### src/hw/rtl/lnr_pkg.sv
// Package with widths, constants and codes shared by the row normalization block.
package lnr_pkg;
   localparam int SAMPLE_BITS = 16;
   localparam int ROW_MAX     = 4096;
   localparam int COUNT_W     = $clog2(ROW_MAX + 1);
   localparam int SUM_W       = SAMPLE_BITS + COUNT_W;
   localparam int SQ_W        = 2 * (SAMPLE_BITS - 1) + COUNT_W + 1;
   localparam int MEAN_W      = 25;
   localparam int SCALE_W     = 25;
   localparam int MUL_W       = 29;
   localparam int DIVN_W      = 56;
   localparam int DIVD_W      = 32;
   localparam int ROOT_W      = 49;
   localparam logic [SCALE_W-1:0] SCALE_MAX = {SCALE_W{1'b1}};

   typedef enum logic {
      REG_AFFINE = 1'b0,
      REG_EPS    = 1'b1
   } reg_index_type;

   typedef enum logic {
      ACT_STATS = 1'b0,
      ACT_NORM  = 1'b1
   } action_type;
endpackage

### src/hw/rtl/lnr_mul.sv
// Shared signed multiplier with a registered product.
module lnr_mul
   import lnr_pkg::*;
   #(parameter int W = MUL_W)
   (
   input  logic                    clock,
   input  logic signed [W-1:0]     a,
   input  logic signed [W-1:0]     b,
   output logic signed [2*W-1:0]   product
   );
   logic signed [2*W-1:0] product_ff;
   always_ff @(posedge clock) begin
      product_ff <= a * b;
   end
   assign product = product_ff;
endmodule

### config.mk
export PLATFORM = sky130hd
export DESIGN_NAME = lnr_mul
export DESIGN_NICKNAME = d
export VERILOG_FILES = /design/src/hw/rtl/lnr_pkg.sv /design/src/hw/rtl/lnr_mul.sv
export SDC_FILE = /design/constraint.sdc
export NUM_CORES = 2
export LEC_CHECK = 0
export BUFFER_PORTS_ARGS = -buffer_cell sky130_fd_sc_hd__buf_2
export CORE_MARGIN = 10
export CORE_UTILIZATION = 53
export DETAILED_ROUTE_END_ITERATION = 10
export HOLD_SLACK_MARGIN = 0.15
export PLACE_DENSITY_LB_ADDON = 0.2
export SYNTH_ARGS = -nofsm -noshare
export SYNTH_HDL_FRONTEND = slang
export SYNTH_SLANG_ARGS = --single-unit
### constraint.sdc
create_clock -name clock -period 11.7 [get_ports clock]
set_clock_uncertainty 0.2 [all_clocks]
set_input_delay 2.34 -clock clock [delete_from_list [all_inputs] [get_ports clock]]
set_output_delay 2.34 -clock clock [all_outputs]
set_load 0.02 [all_outputs]
==> impl_metrics.ini <==
[detailed_routing]
drtAntennaViolNets = 0
drt-total-wl_um = 84800
drc = 0
via_per_inst = 5.38
vias = 22541
drtIter0Drc = 1090
firstDrtPassIters = 5
wl_per_cell_um = 20.3

[timing]
finalSetupViolations = 0
fmax_mhz = 95.6
period_minus_slack_ns = 10.46
finalCritPeriodShare_pct = 89.4
fin_tns_setup_ns = 0
tightest_slew_ns = 0.846
final-hold-violation-count = 0
slew_violations = 0
relSlewSlack_pct = 43.6
rsz0062_at_grt = false

[clocking]
cts_buffers = 9
post-cts-setup-buffers = 0
root_buffer = clkbuf_16
htreeDepth = 3
ctsHoldBuffers = 0
cts_resized = 0
cts_tree = yes
clockBufferDepth = 2
path_clk_slew_ns = 0.05
cts.sinks = 58

[critical_path]
critical_path_class = in -> reg
arrival_ns = 10.48
critical-path-top-delay-family = adder cells
required_ns = 11.72
crit_path_start = b[2]
cp-end-kind = flip-flop
cp_slowest_cell = fa_1
crit_cells = 25
critPathLaunchType = input port
cp.buffers_inverters = 9
path_max_fanout = 29
crit_end = product[57]
crit_path_max_incr_delay_ns = 0.87

[synth]
synthTopCellsByCount = 904 x inv_1, 901 x fa_1, 462 x and2_1
yosysSeqAreaShare_pct = 3.60
synth_nets = 4582
synth_seq_cells = 58
synth_enable_flop_cells = 0
synth_top_area_share_pct = 55.9
netlist_area_sq_mm = 0.0322
synth_flop_cell = dfxtp_1
synthArstFlopShare_pct = 0
synth.avg_cell_area_sq_um = 9.34
yosysWarnings = 0
synthTopCellsByArea = fa_1 56%, inv_1 11%, and2_1 9.0%
syn_inst = 3452
yosysUniqueCellTypes = 55
yosys.area.top_type = fa_1
synth.most_common_cell = inv_1

[worst_hold_path]
min_path_type = in -> reg

[floorplan]
start_util_pct = 53.5
row_count = 90
placeableCoreArea_sq_mm = 0.0602
die_h_um = 267
die-width_um = 267
dieArea_sq_mm = 0.0711
num_io_pins = 117

[flow_run]
drv_cap = 0

[cells_and_area]
fill_cells = 5417
utilization_pct = 55.6
largest_reg_flops = 58
syn2layout_area_growth_pct = 3.88
drive_gt1_share_pct = 4.38
finalNetCount = 4523

[place]
place.gp.congestion = 0.918
portBuffers = 116
dp.final_hpwl_um = 68700

[status]
status = finished clean

[global_routing]
antenna_found_initial = 6
grt_pass1_vias = 26666
grt_usage_pct = 25.5
grt_pass1_wl_um = 141000
globalRoute.totalOverflow = 0
grt_start_max_net_pins = 30
==> kinds of logic (layout without fill, tap and decap cells) <==
group / after synthesis / after routing / synth area share, %
simple gates: 993 / 993 / 15.7
mux: 2 / 2 / 0.0621
other cells: 0 / 6 / 0
fa+ha+maj: 1071 / 1071 / 62.5
flops: 58 / 58 / 3.60
xor+xnor: 60 / 60 / 1.63
compound gates: 171 / 171 / 3.66
buf+inv: 1097 / 1043 / 12.8
==> metrics by stage <==
step           hold slack [ns]  cells  setup WS (ns)  cell area, sq um
6_report                  2.38   4186           1.24             33500
5_1_grt                   2.39   4184          0.709             33500
4_1_cts                   2.37   4180           1.28             33500
3_5_place_dp              2.56   4164          0.961             33100
3_3_place_gp              2.56   4164           1.04             33100
2_1_floorplan             2.48   3452           1.66             32200
==> placed cells by master (no fill, tap or decap), types with 21 or more instances in the layout <==
cell | netlist | layout
buf_2 | 4 | 116
a21oi_1 | 45 | 45
o21ai_0 | 26 | 26
inv_1 | 904 | 904
a21o_1 | 29 | 29
nand2_1 | 390 | 390
nor2_1 | 53 | 53
dfxtp_1 | 58 | 58
nand3_1 | 21 | 21
and2_1 | 462 | 462
fa_1 | 901 | 901
xor2_1 | 21 | 21
ha_1 | 170 | 170
xnor2_1 | 39 | 39
==> layout make-up <==
class	count	area, sq um	area share [%]
multi-input combinational	2297	27000	80.5
inverter	904	3390	10.1
sequential	58	1160	3.47
tap	782	978	2.92
timing repair buffer	123	633	1.89
clock buffer	11	253	0.755
clock inverter	5	100	0.299
antenna	6	15.0	0.0448
==> how the worst min path moves through the flow <==
stage / startpoint / endpoint / slack (ns) / cells past startpoint
2_1_floorplan: product[0] / product[0] / 2.48 / 0
3_3_place_gp: product[19] / product[19] / 2.56 / 1
3_5_place_dp: product[20] / product[20] / 2.56 / 1
4_1_cts: b[0] / product[0] / 2.37 / 2
5_1_grt: b[0] / product[0] / 2.39 / 2
6_report: b[0] / product[0] / 2.38 / 2
==> per-layer routing <==
metal  share of wire [%]  wire [um]  track usage (%)  vias to the layer above
li1                    -          -                -                     9673
met5              0.0083          7                0                        -
met1                  36      30900             29.1                    11833
met2                  52      44300             45.9                      783
met3                 4.8       4080             3.06                      250
met4                 6.5       5530             14.1                        2
Power is not shown: default switching activity piles up to over one toggle a cycle in this logic, so the estimate is an artifact.
