## config.mk

```make
export PLATFORM = sky130hd
export DESIGN_NAME = lnr_sqrt
export DESIGN_NICKNAME = d
export VERILOG_FILES = /design/src/hw/rtl/lnr_pkg.sv /design/src/hw/rtl/lnr_sqrt.sv
export SDC_FILE = /design/constraint.sdc
export NUM_CORES = 1
export LEC_CHECK = 0
export BUFFER_PORTS_ARGS = -buffer_cell sky130_fd_sc_hd__clkbuf_2
export CAP_MARGIN = 5
export CELL_PAD_IN_SITES_DETAIL_PLACEMENT = 0
export CELL_PAD_IN_SITES_GLOBAL_PLACEMENT = 1
export CORE_ASPECT_RATIO = 0.5
export CORE_MARGIN = 4
export CORE_UTILIZATION = 42
export DETAILED_ROUTE_END_ITERATION = 6
export GPL_TIMING_DRIVEN = 0
export PLACE_DENSITY_LB_ADDON = 0.15
export SLEW_MARGIN = 20
export SYNTH_ARGS = -nofsm -noshare
export SYNTH_HDL_FRONTEND = slang
export SYNTH_SLANG_ARGS = --single-unit
```

## constraint.sdc

```tcl
create_clock -name clock -period 8.28 [get_ports clock]
set_clock_uncertainty 0.1 [all_clocks]
set_input_delay 0.828 -clock clock [delete_from_list [all_inputs] [get_ports clock]]
set_output_delay 0.828 -clock clock [all_outputs]
set_load 0.02 [all_outputs]
```

## src/hw/rtl/lnr_pkg.sv

```systemverilog
// Package with widths, constants and codes shared by the row normalization block.
package lnr_pkg;
   localparam int SAMPLE_BITS = 16;
   localparam int ROW_MAX     = 4096;
   localparam int COUNT_W     = $clog2(ROW_MAX + 1);
   localparam int SUM_W       = SAMPLE_BITS + COUNT_W;
   localparam int SQ_W        = 2 * (SAMPLE_BITS - 1) + COUNT_W + 1;
   localparam int MEAN_W      = 25;
   localparam int SCALE_W     = 25;
   localparam int MUL_W       = 29;
   localparam int DIVN_W      = 56;
   localparam int DIVD_W      = 32;
   localparam int ROOT_W      = 49;
   localparam logic [SCALE_W-1:0] SCALE_MAX = {SCALE_W{1'b1}};

   typedef enum logic {
      REG_AFFINE = 1'b0,
      REG_EPS    = 1'b1
   } reg_index_type;

   typedef enum logic {
      ACT_STATS = 1'b0,
      ACT_NORM  = 1'b1
   } action_type;
endpackage

```

## src/hw/rtl/lnr_sqrt.sv

```systemverilog
// Integer square root that settles two radicand bits per cycle.
module lnr_sqrt
   import lnr_pkg::*;
   #(parameter int W = ROOT_W)
   (
   input  logic         clock,
   input  logic         reset,
   input  logic         start,
   input  logic [W-1:0] radicand,
   output logic         done,
   output logic [W-1:0] root
   );
   logic [W-1:0] bit_ff, bit_in;
   logic [W-1:0] val_ff, val_in;
   logic [W:0]   res_ff, res_in;
   logic         done_ff, done_in;
   logic [W:0]   trial;

   always_comb begin
      trial   = res_ff + {1'b0, bit_ff};
      bit_in  = bit_ff;
      val_in  = val_ff;
      res_in  = res_ff;
      done_in = 1'b0;
      if (start) begin
         bit_in = {1'b1, {(W-1){1'b0}}};
         val_in = radicand;
         res_in = '0;
      end else if (bit_ff != '0) begin
         if ({1'b0, val_ff} >= trial) begin
            val_in = W'({1'b0, val_ff} - trial);
            res_in = (res_ff >> 1) + {1'b0, bit_ff};
         end else begin
            res_in = res_ff >> 1;
         end
         bit_in  = bit_ff >> 2;
         done_in = bit_ff[1:0] != 2'b00;
      end
   end

   always_ff @(posedge clock) begin
      if (reset) begin
         bit_ff  <= '0;
         done_ff <= 1'b0;
      end else begin
         bit_ff  <= bit_in;
         done_ff <= done_in;
      end
      val_ff <= val_in;
      res_ff <= res_in;
   end

   assign done = done_ff;
   assign root = res_ff[W-1:0];
endmodule

```

==> results of run 1 <==
==> kinds of logic (layout without fill, tap and decap cells) <==
logic type      after synthesis  count (layout)  synth area share
simple gates                477             477            0.2017
compound gates              475             475            0.2813
buf+inv                     159             293           0.07045
flops                       125             125            0.2565
fa+ha+maj                   102             102            0.1100
xor+xnor                     97              97           0.07281
mux                           8               8          0.007291
==> flip-flops by register name (all words and copies together) (netlist names) <==
register  cells
val_ff       49
done          1
bit_ff       25
res_ff       50
==> worst reg2reg max path, stage by stage (launching register included) <==
cell and delay (ns):
dfxtp_1 0.56, ha_1 0.34, a21oi_1 0.25, o21ai_0 0.26, a21oi_1 0.41, o32a_1 0.23
o21ai_0 0.16, o21ai_0 0.38, o21ai_0 0.24, a22oi_1 0.22, xor2_1 0.14, ha_1 0.29
clkbuf_1 0.31, nand4_1 0.33, nor4_1 0.66, nand2_1 0.35, o21a_4 0.35, buf_2 0.21
buf_2 0.25, o21ai_4 0.64, buf_16 0.25
==> synth_stat cells, drive strengths merged, types with 8 or more instances <==
cell type  instances
nand4             34
or4               24
o31ai             40
and3              27
xor2              59
ha               101
o311ai             9
a31o               8
a21oi             82
nor2             116
nor2b             17
xnor2             38
nor4               9
or3               15
buf               74
inv               29
o21bai            10
a21o              35
nor3              19
nand3             44
dfxtp             76
o2111ai           10
clkbuf            55
o211ai            12
a211oi            19
edfxtp            49
and2              18
o21a              13
o21ai            103
a31oi             44
a311oi            26
nand2            130
==> per-layer routing <==
layer | global-route usage | vias to the layer above | part of all wire | wire (microns)
met3 | 0.07158 | 55 | 0.093 | 4104
met5 | 0 | - | 0 | 0
li1 | - | 5717 | - | -
met1 | 0.4155 | 5835 | 0.48 | 21380
met4 | 0.08089 | 0 | 0.019 | 845
met2 | 0.3997 | 504 | 0.41 | 17990
==> final cells by class <==
| class | instances | area (sq um) | area share |
|---|---|---|---|
| clock inverter | 14 | 132.6 | 0.009998 |
| inverter | 30 | 112.6 | 0.008489 |
| clock buffer | 18 | 429.2 | 0.03235 |
| multi-input combinational | 1159 | 7865 | 0.5929 |
| tap | 374 | 467.9 | 0.03528 |
| buffer | 129 | 709.4 | 0.05348 |
| timing repair buffer | 102 | 555.5 | 0.04188 |
| sequential | 125 | 2993 | 0.2256 |
==> per-stage QoR <==
step | power [W] | setup WS, ns | util | hold slack, ns | setup TNS [ns]
finish | 0.003998 | 1.067 | 0.4930 | 0.4357 | 0
global route | 0.004252 | 0.5823 | 0.4930 | 0.4474 | 0
CTS | 0.003957 | 1.184 | 0.4930 | 0.4377 | 0
detailed placement | 0.003194 | 1.207 | 0.4721 | 0.4291 | 0
global placement | 0.003160 | -1.759 | 0.4697 | 0.4237 | -86.03
floorplan | 0.002571 | 0.9537 | - | 0.3844 | 0
==> power breakdown <==
group | switching [W] | total (W) | internal, W
sequential | 0.000134 | 0.000968 | 0.000835
clock | 0.000335 | 0.000753 | 0.000418
combinational | 0.00142 | 0.00228 | 0.000857
total | 0.00189 | 0.00400 | 0.00211
==> final timing paths <==
kind / slack, ns / cells past startpoint / startpoint / endpoint
setup / recovery: 1.07 / 20 / res_ff[2] / val_ff[14]
hold / removal: 0.44 / 1 / bit_ff[10] / bit_ff[8]
setup reg to reg: 1.07 / 20 / res_ff[2] / val_ff[14]
hold reg to reg: 0.44 / 1 / bit_ff[10] / bit_ff[8]
==> impl_metrics.env, run 1 <==
export IMPL_outcome="finished, final reports clean"
export IMPL_worst_path_largest_cell_delay_ns=0.66
export IMPL_finalCriticalPeriod_ns=7.213
export IMPL_cts_sinks=125
export IMPL_post_cts_buffers=0
export IMPL_io_buffers=100
export IMPL_place_hpwl_microns=34430
export IMPL_final_common_cell="nand2_1"
export IMPL_cts_hold_buffers=0
export IMPL_initial_utilization=0.4337
export IMPL_ant_nets=0
export IMPL_fill_cells=2741
export IMPL_synth_largest_area_cell="dfxtp_1"
export IMPL_synth_top_area_share=0.1304
export IMPL_final_cell_mix="nand2_1, nor2_1, clkbuf_2, ha_1, o21ai_0"
export IMPL_syn_inst=1443
export IMPL_antenna_found_initial=0
export IMPL_crit_chain="ha_1 -> a21oi_1 -> o21ai_0 -> a21oi_1 -> o32a_1 -> o21ai_0 -> o21ai_0 -> o21ai_0 -> a22oi_1 -> xor2_1 -> ha_1 -> clkbuf_1 -> nand4_1 -> nor4_1 -> nand2_1 -> o21a_4 -> buf_2 -> buf_2 -> o21ai_4 -> buf_16"
export IMPL_async_flop_share=0
export IMPL_cp_end_kind="flop"
export IMPL_grt_pass1_wl_microns=66280
export IMPL_hold_viol=0
export IMPL_coreArea_sq_um=26910
export IMPL_worstPathMaxFanout=18
export IMPL_clk_path_buf_depth=2
export IMPL_synth_area_per_cell_sq_um=8.086
export IMPL_path_class="flop to flop"
export IMPL_synth_distinct_cells=81
export IMPL_cp_arrival_ns=7.27
export IMPL_root_buffer="clkbuf_16"
export IMPL_fin_nets=1718
export IMPL_max_cap_violations=0
export IMPL_gr_total_overflow=0
export IMPL_placed_area_sq_um=12700
export IMPL_power_density_nw_per_um2=301.4
export IMPL_grt_pass1_vias=11210
export IMPL_dp_cells=1919
export IMPL_path_common_cell="o21ai_0"
export IMPL_diodes=0
export IMPL_grt_start_max_net_pins=20
export IMPL_synth_main_ff_cell="dfxtp_1"
export IMPL_dieWidth_microns=243.7
export IMPL_drtIter0Drc=1173
export IMPL_power_leakage_nw=5.247
export IMPL_clk_pin_slew_ns=0.07
export IMPL_rsz0062_at_grt="false"
export IMPL_vias=12110
export IMPL_maxSlewViolCount=0
export IMPL_min_path_type="flop to flop"
export IMPL_synth_area_top_cells="dfxtp_1, edfxtp_1, ha_1"
export IMPL_postRouteWirelength_microns=44320
export IMPL_globalplace_congestion=0.9441
export IMPL_routedWlPerCell_microns=22.72
export IMPL_fin_area_sq_um=13270
export IMPL_synth_seq_area_share=0.2565
export IMPL_die_h_microns=125.9
export IMPL_setup_viol=0
export IMPL_vdd_drop_max_mv=0.1647
export IMPL_rows=42
export IMPL_track_usage=0.2804
export IMPL_ys_ff_latch=125
export IMPL_syn_to_final_growth_pct=13.68
export IMPL_cts_htree_levels=4
export IMPL_cts_tree="built"
export IMPL_cts_resized_gates=0
export IMPL_num_io_pins=102
export IMPL_clk_latency_ns=0.46
export IMPL_critPathBufInv=4
export IMPL_required_ns=8.33
export IMPL_synth_edf_count=49
export IMPL_finalCritPeriodShare=0.8711
export IMPL_slew_headroom=0.4103
export IMPL_syn_nets=1597
export IMPL_drt_pass1_iterations=6
export IMPL_syn_cell_area_sq_um=11670
export IMPL_critPathLaunchType="flop"
export IMPL_finalNonFillerCells=1951
export IMPL_drc=0
export IMPL_crit_family="compound AO/OA/AOI/OAI gates"
export IMPL_worst_slew_pin_transition_ns=0.8813
export IMPL_max_freq_ghz=0.1386
export IMPL_fp_dieArea_sq_um=30670
export IMPL_layout_drive_gt1_share=0.1509
export IMPL_yosys_warnings=0
export IMPL_slowest_stage="nor4_1"
export IMPL_vias_per_cell=6.208
export IMPL_cts_buffers=17
Note: power is estimated with default switching activity, not from simulation.
==> run 2: changes to the inputs <==
--- a/config.mk
+++ b/config.mk
@@ -11,7 +11,7 @@
 export CELL_PAD_IN_SITES_GLOBAL_PLACEMENT = 1
 export CORE_ASPECT_RATIO = 0.5
 export CORE_MARGIN = 4
-export CORE_UTILIZATION = 42
+export CORE_UTILIZATION = 46
 export DETAILED_ROUTE_END_ITERATION = 6
 export GPL_TIMING_DRIVEN = 0
 export PLACE_DENSITY_LB_ADDON = 0.15
==> constraint.sdc (replaced) <==
create_clock -name clock -period 7.5 [get_ports clock]
set_clock_uncertainty 0.1 [all_clocks]
set_input_delay 0.75 -clock clock [delete_from_list [all_inputs] [get_ports clock]]
set_output_delay 0.75 -clock clock [all_outputs]
set_load 0.02 [all_outputs]
==> impl_metrics.env, run 2 (synthesis gave the netlist of run 1 again) <==
export IMPL_outcome="finished, final reports clean"
export IMPL_min_delay_start="reset"
export IMPL_cp_arrival_ns=7.27
export IMPL_setup_viol=0
export IMPL_place_hpwl_microns=33370
export IMPL_drc=0
export IMPL_max_freq_ghz=0.1396
export IMPL_post_cts_buffers=0
export IMPL_clk_path_buf_depth=2
export IMPL_rrSetupSlack_ns=0.34
export IMPL_drtIter0Drc=1210
export IMPL_vias_per_cell=6.284
export IMPL_diodes=0
export IMPL_layout_drive_gt1_share=0.1509
export IMPL_fill_cells=2360
export IMPL_cts_htree_levels=4
export IMPL_antenna_found_initial=0
export IMPL_cp_end_kind="flop"
export IMPL_final_cell_mix="nand2_1, nor2_1, clkbuf_2, ha_1, o21ai_0"
export IMPL_grt_pass1_vias=11190
export IMPL_finalCriticalPeriod_ns=7.165
export IMPL_min_path_type="primary input to flop"
export IMPL_io_buffers=100
export IMPL_max_cap_violations=0
export IMPL_clk_latency_ns=0.46
export IMPL_r2r_start="res_ff[2]"
export IMPL_fin_nets=1718
export IMPL_multi_input_area_sq_um=7865
export IMPL_grt_start_max_net_pins=20
export IMPL_routedWlPerCell_microns=22.33
export IMPL_placed_area_sq_um=12660
export IMPL_cts_sinks=125
export IMPL_gr_total_overflow=0
export IMPL_hold_viol=0
export IMPL_fin_area_sq_um=13220
export IMPL_clk_pin_slew_ns=0.07
export IMPL_worstPathMaxFanout=19
export IMPL_reg_largest_list="res_ff: 50 flops, val_ff: 49 flops, bit_ff: 25 flops"
export IMPL_finalCritPeriodShare=0.9553
export IMPL_coreArea_sq_um=24470
export IMPL_slew_headroom=0.4300
export IMPL_dieWidth_microns=233.2
export IMPL_cts_tree="built"
export IMPL_regArea_sq_um=2993
export IMPL_rsz0062_at_grt="false"
export IMPL_track_usage=0.2985
export IMPL_worst_slew_pin_transition_ns=0.8519
export IMPL_ant_nets=0
export IMPL_rows=40
export IMPL_path_class="flop to flop"
export IMPL_power_density_nw_per_um2=331.4
export IMPL_pre_cts_ws_ns=0.5254
export IMPL_postRouteWirelength_microns=42720
export IMPL_syn_to_final_growth_pct=13.30
export IMPL_cts_buffers=17
export IMPL_maxSlewViolCount=0
export IMPL_cts_hold_buffers=0
export IMPL_drt_pass1_iterations=6
export IMPL_num_io_pins=102
export IMPL_initial_utilization=0.4768
export IMPL_largest_register_ffs=50
export IMPL_layout_setup_ws_ns=0.3352
export IMPL_power_w=0.004382
export IMPL_power_leakage_nw=5.254
export IMPL_fp_dieArea_sq_um=28130
export IMPL_top_register="res_ff"
export IMPL_vdd_drop_max_mv=0.1870
export IMPL_required_ns=7.60
export IMPL_critPathLaunchType="flop"
export IMPL_globalplace_congestion=1.002
export IMPL_hold_depth=2
export IMPL_fin_tns_setup_ns=0
export IMPL_cts_resized_gates=0
export IMPL_root_buffer="clkbuf_16"
export IMPL_min_to="bit_ff[48]"
export IMPL_r2r_worst_path_cells=23
export IMPL_die_h_microns=120.6
export IMPL_grt_pass1_wl_microns=64050
export IMPL_vias=12020
export IMPL_r2r_end="val_ff[20]"
export IMPL_final_common_cell="nand2_1"
==> run 2: through the flow <==
step,utilization,instances,hold WS (ns)
floorplan,-,1443,0.3844
global placement,0.5144,1879,0.4145
detailed placement,0.5171,1881,0.4193
CTS,0.5402,1913,0.3804
global route,0.5402,1913,0.3870
finish,0.5402,1913,0.4030
==> run 2: worst max path at each step <==
stage	slack, ns	cells past startpoint	endpoint	startpoint
6_report	0.34	23	val_ff[20]	res_ff[2]
5_1_grt	0.008	23	val_ff[22]	res_ff[2]
4_1_cts	0.49	21	val_ff[21]	res_ff[2]
3_5_place_dp	0.53	21	val_ff[12]	res_ff[2]
3_3_place_gp	-2.41	20	val_ff[23]	res_ff[2]
2_1_floorplan	0.17	20	val_ff[0]	res_ff[2]
==> run 2: metal layers <==
metal  up-vias  part of all wire  global-route usage
li1       5710                 -                   -
met1      5710              0.48              0.4453
met2       528              0.40              0.4223
met3        73             0.094             0.07250
met4         0             0.020             0.08576
met5         -                 0                   0
==> run 2: worst max-delay path, stage by stage, from the launching register on <==
cell and delay [ns]:
dfxtp_1 0.54, ha_1 0.34, a21oi_1 0.27, o21ai_0 0.25, a21oi_1 0.44, o21ai_0 0.24
a21oi_1 0.24, o21bai_1 0.11, nor2b_1 0.14, o21ai_0 0.20, xor2_1 0.37, ha_1 0.31
clkbuf_1 0.21, a21o_1 0.21, a21o_1 0.17, a221oi_1 0.43, a21oi_1 0.14, nor3b_1 0.35
o31a_1 0.45, o21a_4 0.27, buf_2 0.26, buf_2 0.32, o21ai_4 0.24, buf_16 0.28
==> run 2: layout make-up <==
class,instances,share of cell area
multi-input cells,1159,0.5949
well taps,336,0.03180
inverters,30,0.008518
repair buffers,102,0.04202
flip-flops and latches,125,0.2264
clock inverters,11,0.006246
plain buffers,129,0.05366
clock buffers,21,0.03644
==> run 2: power breakdown <==
| part | switching [W] | internal [W] | leakage [nW] | total, W |
|---|---|---|---|---|
| Clock | 0.000354 | 0.000462 | 0.283 | 0.000816 |
| Combinational | 0.00155 | 0.000946 | 3.86 | 0.00249 |
| Sequential | 0.000150 | 0.000922 | 1.11 | 0.00107 |
| Total | 0.00205 | 0.00233 | 5.25 | 0.00438 |
