==> src/hw/rtl/lnr_pkg.sv <==
// Package with widths, constants and codes shared by the row normalization block.
package lnr_pkg;
   localparam int SAMPLE_BITS = 16;
   localparam int ROW_MAX     = 4096;
   localparam int COUNT_W     = $clog2(ROW_MAX + 1);
   localparam int SUM_W       = SAMPLE_BITS + COUNT_W;
   localparam int SQ_W        = 2 * (SAMPLE_BITS - 1) + COUNT_W + 1;
   localparam int MEAN_W      = 25;
   localparam int SCALE_W     = 25;
   localparam int MUL_W       = 29;
   localparam int DIVN_W      = 56;
   localparam int DIVD_W      = 32;
   localparam int ROOT_W      = 49;
   localparam logic [SCALE_W-1:0] SCALE_MAX = {SCALE_W{1'b1}};

   typedef enum logic {
      REG_AFFINE = 1'b0,
      REG_EPS    = 1'b1
   } reg_index_type;

   typedef enum logic {
      ACT_STATS = 1'b0,
      ACT_NORM  = 1'b1
   } action_type;
endpackage

==> src/hw/rtl/lnr_div.sv <==
// Unsigned restoring divider that retires one quotient bit per cycle.
module lnr_div
   import lnr_pkg::*;
   #(parameter int NW = DIVN_W,
     parameter int DW = DIVD_W)
   (
   input  logic          clock,
   input  logic          reset,
   input  logic          start,
   input  logic [NW-1:0] dividend,
   input  logic [DW-1:0] divisor,
   output logic          done,
   output logic [NW-1:0] quotient
   );
   localparam int CW = $clog2(NW + 1);
   logic [CW-1:0] count_ff, count_in;
   logic          done_ff, done_in;
   logic [NW-1:0] quot_ff, quot_in;
   logic [DW-1:0] rem_ff, rem_in;
   logic [DW-1:0] div_ff, div_in;
   logic [DW:0]   rem_sh;
   logic          fits;

   always_comb begin
      rem_sh   = {rem_ff, quot_ff[NW-1]};
      fits     = rem_sh >= {1'b0, div_ff};
      count_in = count_ff;
      quot_in  = quot_ff;
      rem_in   = rem_ff;
      div_in   = div_ff;
      done_in  = 1'b0;
      if (start) begin
         count_in = CW'(NW);
         quot_in  = dividend;
         rem_in   = '0;
         div_in   = divisor;
      end else if (count_ff != '0) begin
         count_in = count_ff - 1'b1;
         quot_in  = {quot_ff[NW-2:0], fits};
         rem_in   = fits ? DW'(rem_sh - {1'b0, div_ff}) : rem_sh[DW-1:0];
         done_in  = count_ff == CW'(1);
      end
   end

   always_ff @(posedge clock) begin
      if (reset) begin
         count_ff <= '0;
         done_ff  <= 1'b0;
      end else begin
         count_ff <= count_in;
         done_ff  <= done_in;
      end
      quot_ff <= quot_in;
      rem_ff  <= rem_in;
      div_ff  <= div_in;
   end

   assign done     = done_ff;
   assign quotient = quot_ff;
endmodule

==> config.mk <==
export PLATFORM = sky130hd
export DESIGN_NAME = lnr_div
export DESIGN_NICKNAME = d
export VERILOG_FILES = /design/src/hw/rtl/lnr_pkg.sv /design/src/hw/rtl/lnr_div.sv
export SDC_FILE = /design/constraint.sdc
export NUM_CORES = 1
export LEC_CHECK = 0
export BUFFER_PORTS_ARGS = -buffer_cell sky130_fd_sc_hd__buf_4
export CORE_ASPECT_RATIO = 2
export CORE_MARGIN = 3
export CORE_UTILIZATION = 50
export CTS_CLUSTER_DIAMETER = 150
export DETAILED_ROUTE_END_ITERATION = 8
export PLACE_DENSITY_LB_ADDON = 0.08
export SYNTH_ARGS = -nofsm -noshare
export SYNTH_HDL_FRONTEND = slang
export SYNTH_SLANG_ARGS = --single-unit
==> constraint.sdc <==
create_clock -name clock -period 2.7 [get_ports clock]
set_clock_uncertainty 0.1 [all_clocks]
set_input_delay 0.405 -clock clock [delete_from_list [all_inputs] [get_ports clock]]
set_output_delay 0.405 -clock clock [all_outputs]
set_load 0.05 [all_outputs]
==> flow_metrics.env, run 1 <==
export IMPL_hp_class="in -> reg"
export IMPL_synthSimpleGateAreaFrac=0.129
export IMPL_layout_drive_gt1_share=0.446
export IMPL_hpwl_um=14600
export IMPL_yosys_area_top_type="edfxtp_1"
export IMPL_max_slew_margin_rel=0.644
export IMPL_fin_cells=1100
export IMPL_grt_met2_usage=0.475
export IMPL_maxCapViolations=0
export IMPL_worst_path_buf_inv=2
export IMPL_diodes=0
export IMPL_crit_path_max_incr_delay_ns=0.54
export IMPL_clock_latency_ns=0.42
export IMPL_wl_per_cell_um=18.4
export IMPL_die_width_um=89.5
export IMPL_synth_compound_area_share=0.142
export IMPL_num_vias=6196
export IMPL_avgSynthCellArea_um2=10.4
export IMPL_setup_viol=2
export IMPL_cp_top_family="simple AND/OR/NAND/NOR gates"
export IMPL_synthCells=668
export IMPL_cp_common_cell="inv_1"
export IMPL_synthMuxAreaShare=0.0963
export IMPL_viasPerCell=5.63
export IMPL_route_detailed_drc=0
export IMPL_grt_max_degree=57
export IMPL_p_per_area_mw_per_mm2=1100
export IMPL_die_area_mm2=0.0155
export IMPL_dp_cells=1061
export IMPL_clk_path_buf_depth=2
export IMPL_layout_setup_ws_ns=-0.0140
export IMPL_clk_pin_slew_ns=0.07
export IMPL_p_leak_uw=0.00430
export IMPL_vdd_drop_max_mv=0.587
export IMPL_fin_area_mm2=0.00992
export IMPL_seq_area_frac_synth=0.491
export IMPL_tightest_slew_ns=0.532
export IMPL_first_pass_iters=5
export IMPL_synth_edf_count=88
export IMPL_cp_max_fo=6
export IMPL_synth_top_family_by_area="compound AO/OA/AOI/OAI gates"
export IMPL_die_h_um=173
export IMPL_drtIter0Drc=275
export IMPL_fin_tns_setup_ns=-0.0153
export IMPL_start_util=0.513
export IMPL_yosys_top_cells_count="edfxtp_1, nand2_1, mux2_2, a21oi_1, inv_1"
export IMPL_worst_setup_path_start_kind="register"
export IMPL_criticalPathCategory="reg -> reg"
export IMPL_grt_pass1_wl_um=31000
export IMPL_track_usage=0.260
export IMPL_cp_slowest_cell="or4_1"
export IMPL_status="finished with violations"
export IMPL_ys_top_cells_by_area="edfxtp_1, dfxtp_1, mux2_2"
export IMPL_cp_required_ns=2.93
export IMPL_wl_um=20200
export IMPL_synth_nets=794
export IMPL_period_minus_slack_ns=2.71
export IMPL_numCtsBuffers=17
export IMPL_cp_cell_sequence="inv_1 > ha_2 > nand4_1 > o221ai_1 > inv_1 > nor3_2 > o211a_4 > nor3_4 > or4_1 > a221oi_2"
export IMPL_grt_overflow_total=0
export IMPL_gp_congestion=0.918
export IMPL_arrival_ns=2.95
export IMPL_slew_viol_final=0
export IMPL_placed_area_mm2=0.00897
export IMPL_yosys_register_bits=127
export IMPL_fin_crit_sh=1.01
export IMPL_nNetsFinal=1027
export IMPL_synthAdderAreaFrac=0.0639
export IMPL_yosysWarnings=0
export IMPL_synthXorXnorAreaFrac=0.0301
export IMPL_antenna_left=0
export IMPL_ios=148
export IMPL_grt_pass1_vias=6700
export IMPL_rsz0062_at_grt="true"
export IMPL_synth_top_area_share=0.379
export IMPL_seqCellArea_mm2=0.00342
export IMPL_syn2layout_area_growth_pct=42.2
export IMPL_core_area_mm2=0.0136
export IMPL_hold_slack_ns=0.0531
export IMPL_holdBufCountCts=0
export IMPL_ys_types=58
export IMPL_nFillCells=979
export IMPL_setup_worst_path_end_class="register"
export IMPL_synth_most_common_cell="edfxtp_1"
export IMPL_port_buffers=147
export IMPL_clock_sinks=127
export IMPL_violations="setup timing"
export IMPL_root_buffer="clkbuf_16"
export IMPL_gr_usage_met3=0.0649
export IMPL_ys_async_sr_fraction=0
export IMPL_synth_flop_cell="edfxtp_1"
export IMPL_max_freq_mhz=368
export IMPL_top_usage_layer="met2"
export IMPL_synth_area_mm2=0.00697
export IMPL_grtUsageMet1=0.246
export IMPL_cts_max_level=4
export IMPL_multi_input_area_mm2=0.00357
export IMPL_cts_tree="done"
export IMPL_antenna_found_initial=0
export IMPL_hold_viol_final=0
export IMPL_row_count=60
[worst register-to-register path, delay by kind of cell, from the launching register on]
kind,cells,cell delay (ns)
simple gates,4,1.01
compound gates,3,0.66
fa+ha+maj,1,0.41
flops,1,0.32
buf+inv,2,0.13
[layout make-up]
cell class                 count  area share
sequential                   127       0.345
multi-input combinational    462       0.360
timing repair buffer         248       0.197
inverter                      45      0.0174
clock buffer                  18      0.0433
clock inverter                14      0.0145
tap                          186      0.0235
[metrics by stage]
stage	worst slack, ns	utilization	power [µW]
after floorplan	-0.243	-	5950
after global placement	-0.104	0.660	7820
after detailed placement	-0.138	0.660	7900
after CTS	0.000565	0.712	10400
after global routing	-0.166	0.730	11500
final	-0.0140	0.730	10900
[kinds of logic (layout without fill, tap and decap cells)]
group,after synthesis,in the layout
fa+ha+maj,35,35
compound gates,152,152
xor+xnor,24,24
buf+inv,80,325
flops,127,127
simple gates,190,191
mux,60,60
[final timing paths]
| kind | end | depth (start not counted) | from | slack (ns) |
|---|---|---|---|---|
| worst min register to register | rem_ff[29] | 2 | rem_ff[29] | 0.41 |
| worst min-delay path | div_ff[22] | 1 | divisor[22] | 0.05 |
| worst max register to register | rem_ff[28] | 10 | div_ff[16] | -0.01 |
| worst max-delay path | rem_ff[28] | 10 | div_ff[16] | -0.01 |
[state kept, by name (all words and copies together), names as in the netlist]
| register | cells |
|---|---|
| done | 1 |
| count_ff | 6 |
| rem_ff | 32 |
| div_ff | 32 |
| quotient | 56 |
[repair_timing]
item | CTS | global route
buffers inserted | 1 | 2
pin swaps | 5 | 7
endpoints found under the setup margin | 31 | 30
gates cloned | 0 | 4
gates resized for setup | 27 | 44
[cells in the final DEF (no fill, tap or decap), types with 6 or more instances in the layout]
| cell | count |
|---|---|
| a311oi_1 | 6 |
| o21ai_1 | 7 |
| a31oi_1 | 6 |
| nand4_1 | 16 |
| xnor2_1 | 16 |
| mux2_2 | 56 |
| buf_4 | 241 |
| nor2_1 | 40 |
| a311oi_2 | 9 |
| nand2_1 | 57 |
| a21oi_1 | 44 |
| dfxtp_1 | 39 |
| a21oi_2 | 9 |
| xor2_1 | 8 |
| and2_1 | 6 |
| a21o_1 | 8 |
| edfxtp_1 | 88 |
| ha_1 | 23 |
| and3_1 | 6 |
| inv_1 | 38 |
| o21ai_0 | 14 |
| clkbuf_16 | 19 |
| ha_2 | 6 |
| nand3_1 | 23 |
[where the power goes]
group	internal, µW	leakage (µW)	switching, µW
sequential	2550	0.00122	288
clock	1300	0.000268	969
combinational	2600	0.00281	3180
total	6450	0.00430	4440
[layer usage]
metal | routed length, µm | part of all wire
met5 | 0 | 0
met4 | 1320 | 0.065
met3 | 1010 | 0.050
met2 | 11100 | 0.55
met1 | 6780 | 0.34
Note: power is estimated with default switching activity, not from simulation.
==> run 2: changes to the inputs <==
--- a/config.mk
+++ b/config.mk
@@ -11,7 +11,7 @@
 export CORE_UTILIZATION = 50
 export CTS_CLUSTER_DIAMETER = 150
 export DETAILED_ROUTE_END_ITERATION = 8
-export PLACE_DENSITY_LB_ADDON = 0.08
+export PLACE_DENSITY = 0.77
 export SYNTH_ARGS = -nofsm -noshare
 export SYNTH_HDL_FRONTEND = slang
 export SYNTH_SLANG_ARGS = --single-unit
==> flow_metrics.env, run 2 (synthesized netlist as in run 1, its figures left out) <==
export IMPL_layout_drive_gt1_share=0.457
export IMPL_seqCellArea_mm2=0.00342
export IMPL_violations="setup timing"
export IMPL_die_h_um=173
export IMPL_wl_um=20000
export IMPL_root_buffer="clkbuf_16"
export IMPL_port_buffers=147
export IMPL_post_place_ws_ns=-0.121
export IMPL_viasPerCell=5.69
export IMPL_multi_input_area_mm2=0.00374
export IMPL_p_per_area_mw_per_mm2=1110
export IMPL_syn2layout_area_growth_pct=42.6
export IMPL_cts_tree="done"
export IMPL_cp_slowest_cell="or3_4"
export IMPL_cp_max_fo=8
export IMPL_cts_max_level=4
export IMPL_p_leak_uw=0.00430
export IMPL_nNetsFinal=1005
export IMPL_largest_reg_flops=56
export IMPL_clk_path_buf_depth=2
export IMPL_holdBufCountCts=0
export IMPL_clock_sinks=127
export IMPL_grt_overflow_total=0
export IMPL_r2r_setup_slack_ns=-0.03
export IMPL_track_usage=0.247
export IMPL_ios=148
export IMPL_r2r_start="div_ff[2]"
export IMPL_maxCapViolations=0
export IMPL_die_area_mm2=0.0155
export IMPL_vdd_drop_max_mv=0.663
export IMPL_setup_worst_path_end_class="register"
export IMPL_hpwl_um=14400
export IMPL_max_freq_mhz=366
export IMPL_grt_pass1_vias=6490
export IMPL_row_count=60
export IMPL_slew_viol_final=0
export IMPL_wl_per_cell_um=18.6
export IMPL_cp_endpoint="quotient[0]"
export IMPL_r2r_worst_path_cells=9
export IMPL_grt_pass1_wl_um=30000
export IMPL_route_detailed_drc=0
export IMPL_rsz0062_at_grt="true"
export IMPL_fin_tns_setup_ns=-0.0960
export IMPL_cp_required_ns=2.77
export IMPL_max_slew_margin_rel=0.621
export IMPL_worst_setup_path_start_kind="register"
export IMPL_crit_path_max_incr_delay_ns=0.45
export IMPL_clk_pin_slew_ns=0.06
export IMPL_r2r_end="quotient[0]"
export IMPL_antenna_found_initial=0
export IMPL_arrival_ns=2.80
export IMPL_criticalPathCategory="reg -> reg"
export IMPL_grt_max_degree=67
export IMPL_cp_cell_sequence="inv_2 > ha_4 > o211ai_1 > a21oi_2 > o21a_1 > o2111a_1 > o211a_1 > or3_4 > mux2_4"
export IMPL_hold_viol_final=0
export IMPL_first_pass_iters=5
export IMPL_die_width_um=89.5
export IMPL_drtIter0Drc=283
export IMPL_clock_latency_ns=0.42
export IMPL_num_vias=6137
export IMPL_start_util=0.513
export IMPL_antenna_left=0
export IMPL_crit_start="div_ff[2]"
export IMPL_gp_congestion=0.965
export IMPL_status="finished with violations"
export IMPL_final_cell_mix="buf_4, edfxtp_1, mux2_2"
export IMPL_hp_class="in -> reg"
export IMPL_core_area_mm2=0.0136
export IMPL_layout_cells_most_common="buf_4"
export IMPL_layout_setup_ws_ns=-0.0305
export IMPL_tightest_slew_ns=0.568
export IMPL_numCtsBuffers=17
export IMPL_fin_crit_sh=1.01
export IMPL_nFillCells=934
export IMPL_diodes=0
export IMPL_setup_viol=8
export IMPL_period_minus_slack_ns=2.73
==> run 2: cell type report <==
type	instances	area share
clock buffer	17	0.0428
clock inverter	15	0.0138
inverter	45	0.0174
multi-input combinational	461	0.376
sequential	127	0.344
tap	186	0.0234
timing repair buffer	227	0.183
==> run 2: worst max-delay path, delay by kind of cell (launching register included) <==
| kind | cells | cell delay [ns] |
|---|---|---|
| buffers and inverters | 1 | 0.08 |
| muxes | 1 | 0.29 |
| AOI/OAI and AO/OA | 5 | 0.98 |
| adders and majority gates | 1 | 0.19 |
| DFF | 1 | 0.38 |
| and+or+nand+nor | 1 | 0.45 |
==> run 2: where the power goes <==
| group | internal (µW) | switching [µW] | leakage (µW) | total [µW] |
|---|---|---|---|---|
| registers | 2550 | 317 | 0.00122 | 2870 |
| clock network | 1220 | 988 | 0.000275 | 2210 |
| logic | 2620 | 3330 | 0.00280 | 5960 |
| total | 6400 | 4640 | 0.00430 | 11000 |
==> run 2: worst min-delay path by stage <==
stage                      from  slack (ns)  cells after the start          to
floorplan             rem_ff[1]        0.35                      2   rem_ff[1]
global placement      rem_ff[3]        0.38                      2   rem_ff[4]
detailed placement   rem_ff[29]        0.38                      2  rem_ff[29]
CTS                 divisor[23]        0.05                      1  div_ff[23]
global route        divisor[24]        0.05                      1  div_ff[24]
finish               divisor[5]        0.06                      1   div_ff[5]
==> run 2: metal layers <==
metal / GRT usage / routed length, µm
met1: 0.242 / 6870
met2: 0.450 / 11000
met3: 0.0691 / 1240
met4: 0.123 / 953
met5: 0 / 0
==> run 2: repair_timing <==
action	4_1_cts	5_1_grt
gates resized for setup	13	98
pin swaps	4	19
gates cloned	0	3
endpoints found under the setup margin	28	32
buffers inserted	1	2
==> run 2: through the flow <==
step                      cell area (µm²)  total power (µW)  utilization  cells  hold slack, ns
final                                9950             11000        0.732   1078          0.0575
after global routing                 9950             11600        0.732   1078          0.0453
after CTS                            9430              9940        0.694   1073          0.0469
after detailed placement             8780              7560        0.646   1040           0.382
after global placement               8780              7470        0.646   1040           0.381
after floorplan                      7030              5950            -    668           0.354
==> run 3: changes to the inputs <==
--- a/config.mk
+++ b/config.mk
@@ -12,6 +12,7 @@
 export CTS_CLUSTER_DIAMETER = 150
 export DETAILED_ROUTE_END_ITERATION = 8
 export PLACE_DENSITY = 0.77
+export RECOVER_POWER = 100
 export SYNTH_ARGS = -nofsm -noshare
 export SYNTH_HDL_FRONTEND = slang
 export SYNTH_SLANG_ARGS = --single-unit
==> flow_metrics.env, run 3 (synthesized netlist as in run 1, its figures left out) <==
export IMPL_hp_class="in -> reg"
export IMPL_die_h_um=173
export IMPL_worst_setup_path_start_kind="register"
export IMPL_grt_max_degree=67
export IMPL_start_util=0.513
export IMPL_cp_required_ns=2.93
export IMPL_holdBufCountCts=0
export IMPL_max_slew_margin_rel=-0.0383
export IMPL_wl_per_cell_um=18.5
export IMPL_hold_slack_ns=0.0781
export IMPL_wl_um=19900
export IMPL_clk_pin_slew_ns=0.06
export IMPL_status="finished with violations"
export IMPL_syn2layout_area_growth_pct=38.9
export IMPL_max_freq_mhz=367
export IMPL_route_detailed_drc=0
export IMPL_cts_tree="done"
export IMPL_hold_viol_final=0
export IMPL_setup_worst_path_end_class="register"
export IMPL_core_area_mm2=0.0136
export IMPL_grt_pass1_wl_um=30000
export IMPL_seqCellArea_mm2=0.00342
export IMPL_layout_drive_gt1_share=0.390
export IMPL_layout_cells_most_common="buf_4"
export IMPL_grt_pass1_vias=6490
export IMPL_root_buffer="clkbuf_16"
export IMPL_criticalPathCategory="reg -> reg"
export IMPL_arrival_ns=2.96
export IMPL_period_minus_slack_ns=2.73
export IMPL_tightest_slew_ns=1.56
export IMPL_clock_latency_ns=0.42
export IMPL_die_area_mm2=0.0155
export IMPL_nNetsFinal=1005
export IMPL_fin_tns_setup_ns=-0.0871
export IMPL_post_place_ws_ns=-0.121
export IMPL_p_leak_uw=0.00407
export IMPL_hold_start="divisor[5]"
export IMPL_numCtsBuffers=17
export IMPL_cts_max_level=4
export IMPL_grt_overflow_total=0
export IMPL_viasPerCell=5.73
export IMPL_violations="capacitance limit, slew limit, setup timing"
export IMPL_fin_crit_sh=1.01
export IMPL_rsz0062_at_grt="true"
export IMPL_multi_input_area_mm2=0.00373
export IMPL_setup_viol=8
export IMPL_antenna_left=0
export IMPL_layout_setup_ws_ns=-0.0260
export IMPL_r2r_start="div_ff[13]"
export IMPL_die_width_um=89.5
export IMPL_maxCapViolations=1
export IMPL_clk_path_buf_depth=2
export IMPL_row_count=60
export IMPL_first_pass_iters=5
export IMPL_vdd_drop_max_mv=0.660
export IMPL_antenna_found_initial=0
export IMPL_cp_max_fo=4
export IMPL_port_buffers=147
export IMPL_nFillCells=997
export IMPL_ios=148
export IMPL_track_usage=0.247
export IMPL_gp_congestion=0.965
export IMPL_num_vias=6182
export IMPL_drtIter0Drc=339
export IMPL_clock_sinks=127
export IMPL_hpwl_um=14400
export IMPL_diodes=0
export IMPL_slew_viol_final=67
export IMPL_p_per_area_mw_per_mm2=1120
export IMPL_largest_reg_flops=56
export IMPL_crit_start="div_ff[13]"
export IMPL_final_cell_mix="buf_4, edfxtp_1, clkbuf_1"
==> run 3: final cells by class <==
type | count | area share
Clock inverter | 15 | 0.0142
Tap cell | 186 | 0.0240
Timing Repair Buffer | 227 | 0.162
Multi-Input combinational cell | 461 | 0.385
Clock buffer | 17 | 0.0439
Inverter | 45 | 0.0178
Sequential cell | 127 | 0.353
==> run 3: report_power, final <==
part / total (µW) / switching (µW) / internal (µW)
Sequential: 2860 / 313 / 2550
Clock: 2210 / 991 / 1220
Combinational: 5800 / 3330 / 2470
==> run 3: final timing paths <==
check / to / slack (ns) / cells past startpoint
setup / recovery: rem_ff[28] / -0.03 / 9
hold / removal: div_ff[5] / 0.08 / 1
setup reg to reg: rem_ff[28] / -0.03 / 9
hold reg to reg: rem_ff[29] / 0.39 / 2
==> run 3: metal layers <==
metal,part of all wire,wire length [µm],vias to the layer above,GRT usage
met2,0.55,10900,276,0.450
met1,0.34,6760,2930,0.242
met3,0.061,1230,79,0.0691
met4,0.050,1010,0,0.123
met5,0,0,-,0
li1,-,-,2897,-
==> run 3: critical path: stages (launching register included) <==
cell      delay [ns]
edfxtp_1        0.32
inv_1           0.04
ha_1            0.34
nand4_1         0.22
nor3_2          0.28
o2111a_1        0.25
o211a_1         0.24
nor3_4          0.07
or4_1           0.54
a221oi_2        0.24
==> run 3: stage by stage <==
step / total power (µW) / std cells / utilization / area (µm²)
final: 10900 / 1078 / 0.713 / 9690
after global routing: 11400 / 1078 / 0.713 / 9690
after CTS: 9940 / 1073 / 0.694 / 9430
after detailed placement: 7560 / 1040 / 0.646 / 8780
after global placement: 7470 / 1040 / 0.646 / 8780
after floorplan: 5950 / 668 / - / 7030
==> run 3: what timing repair did <==
item,CTS,global route
endpoints found under the setup margin,28,32
buffers inserted,1,2
pin swaps,4,19
gates cloned,0,3
resized for setup,13,98
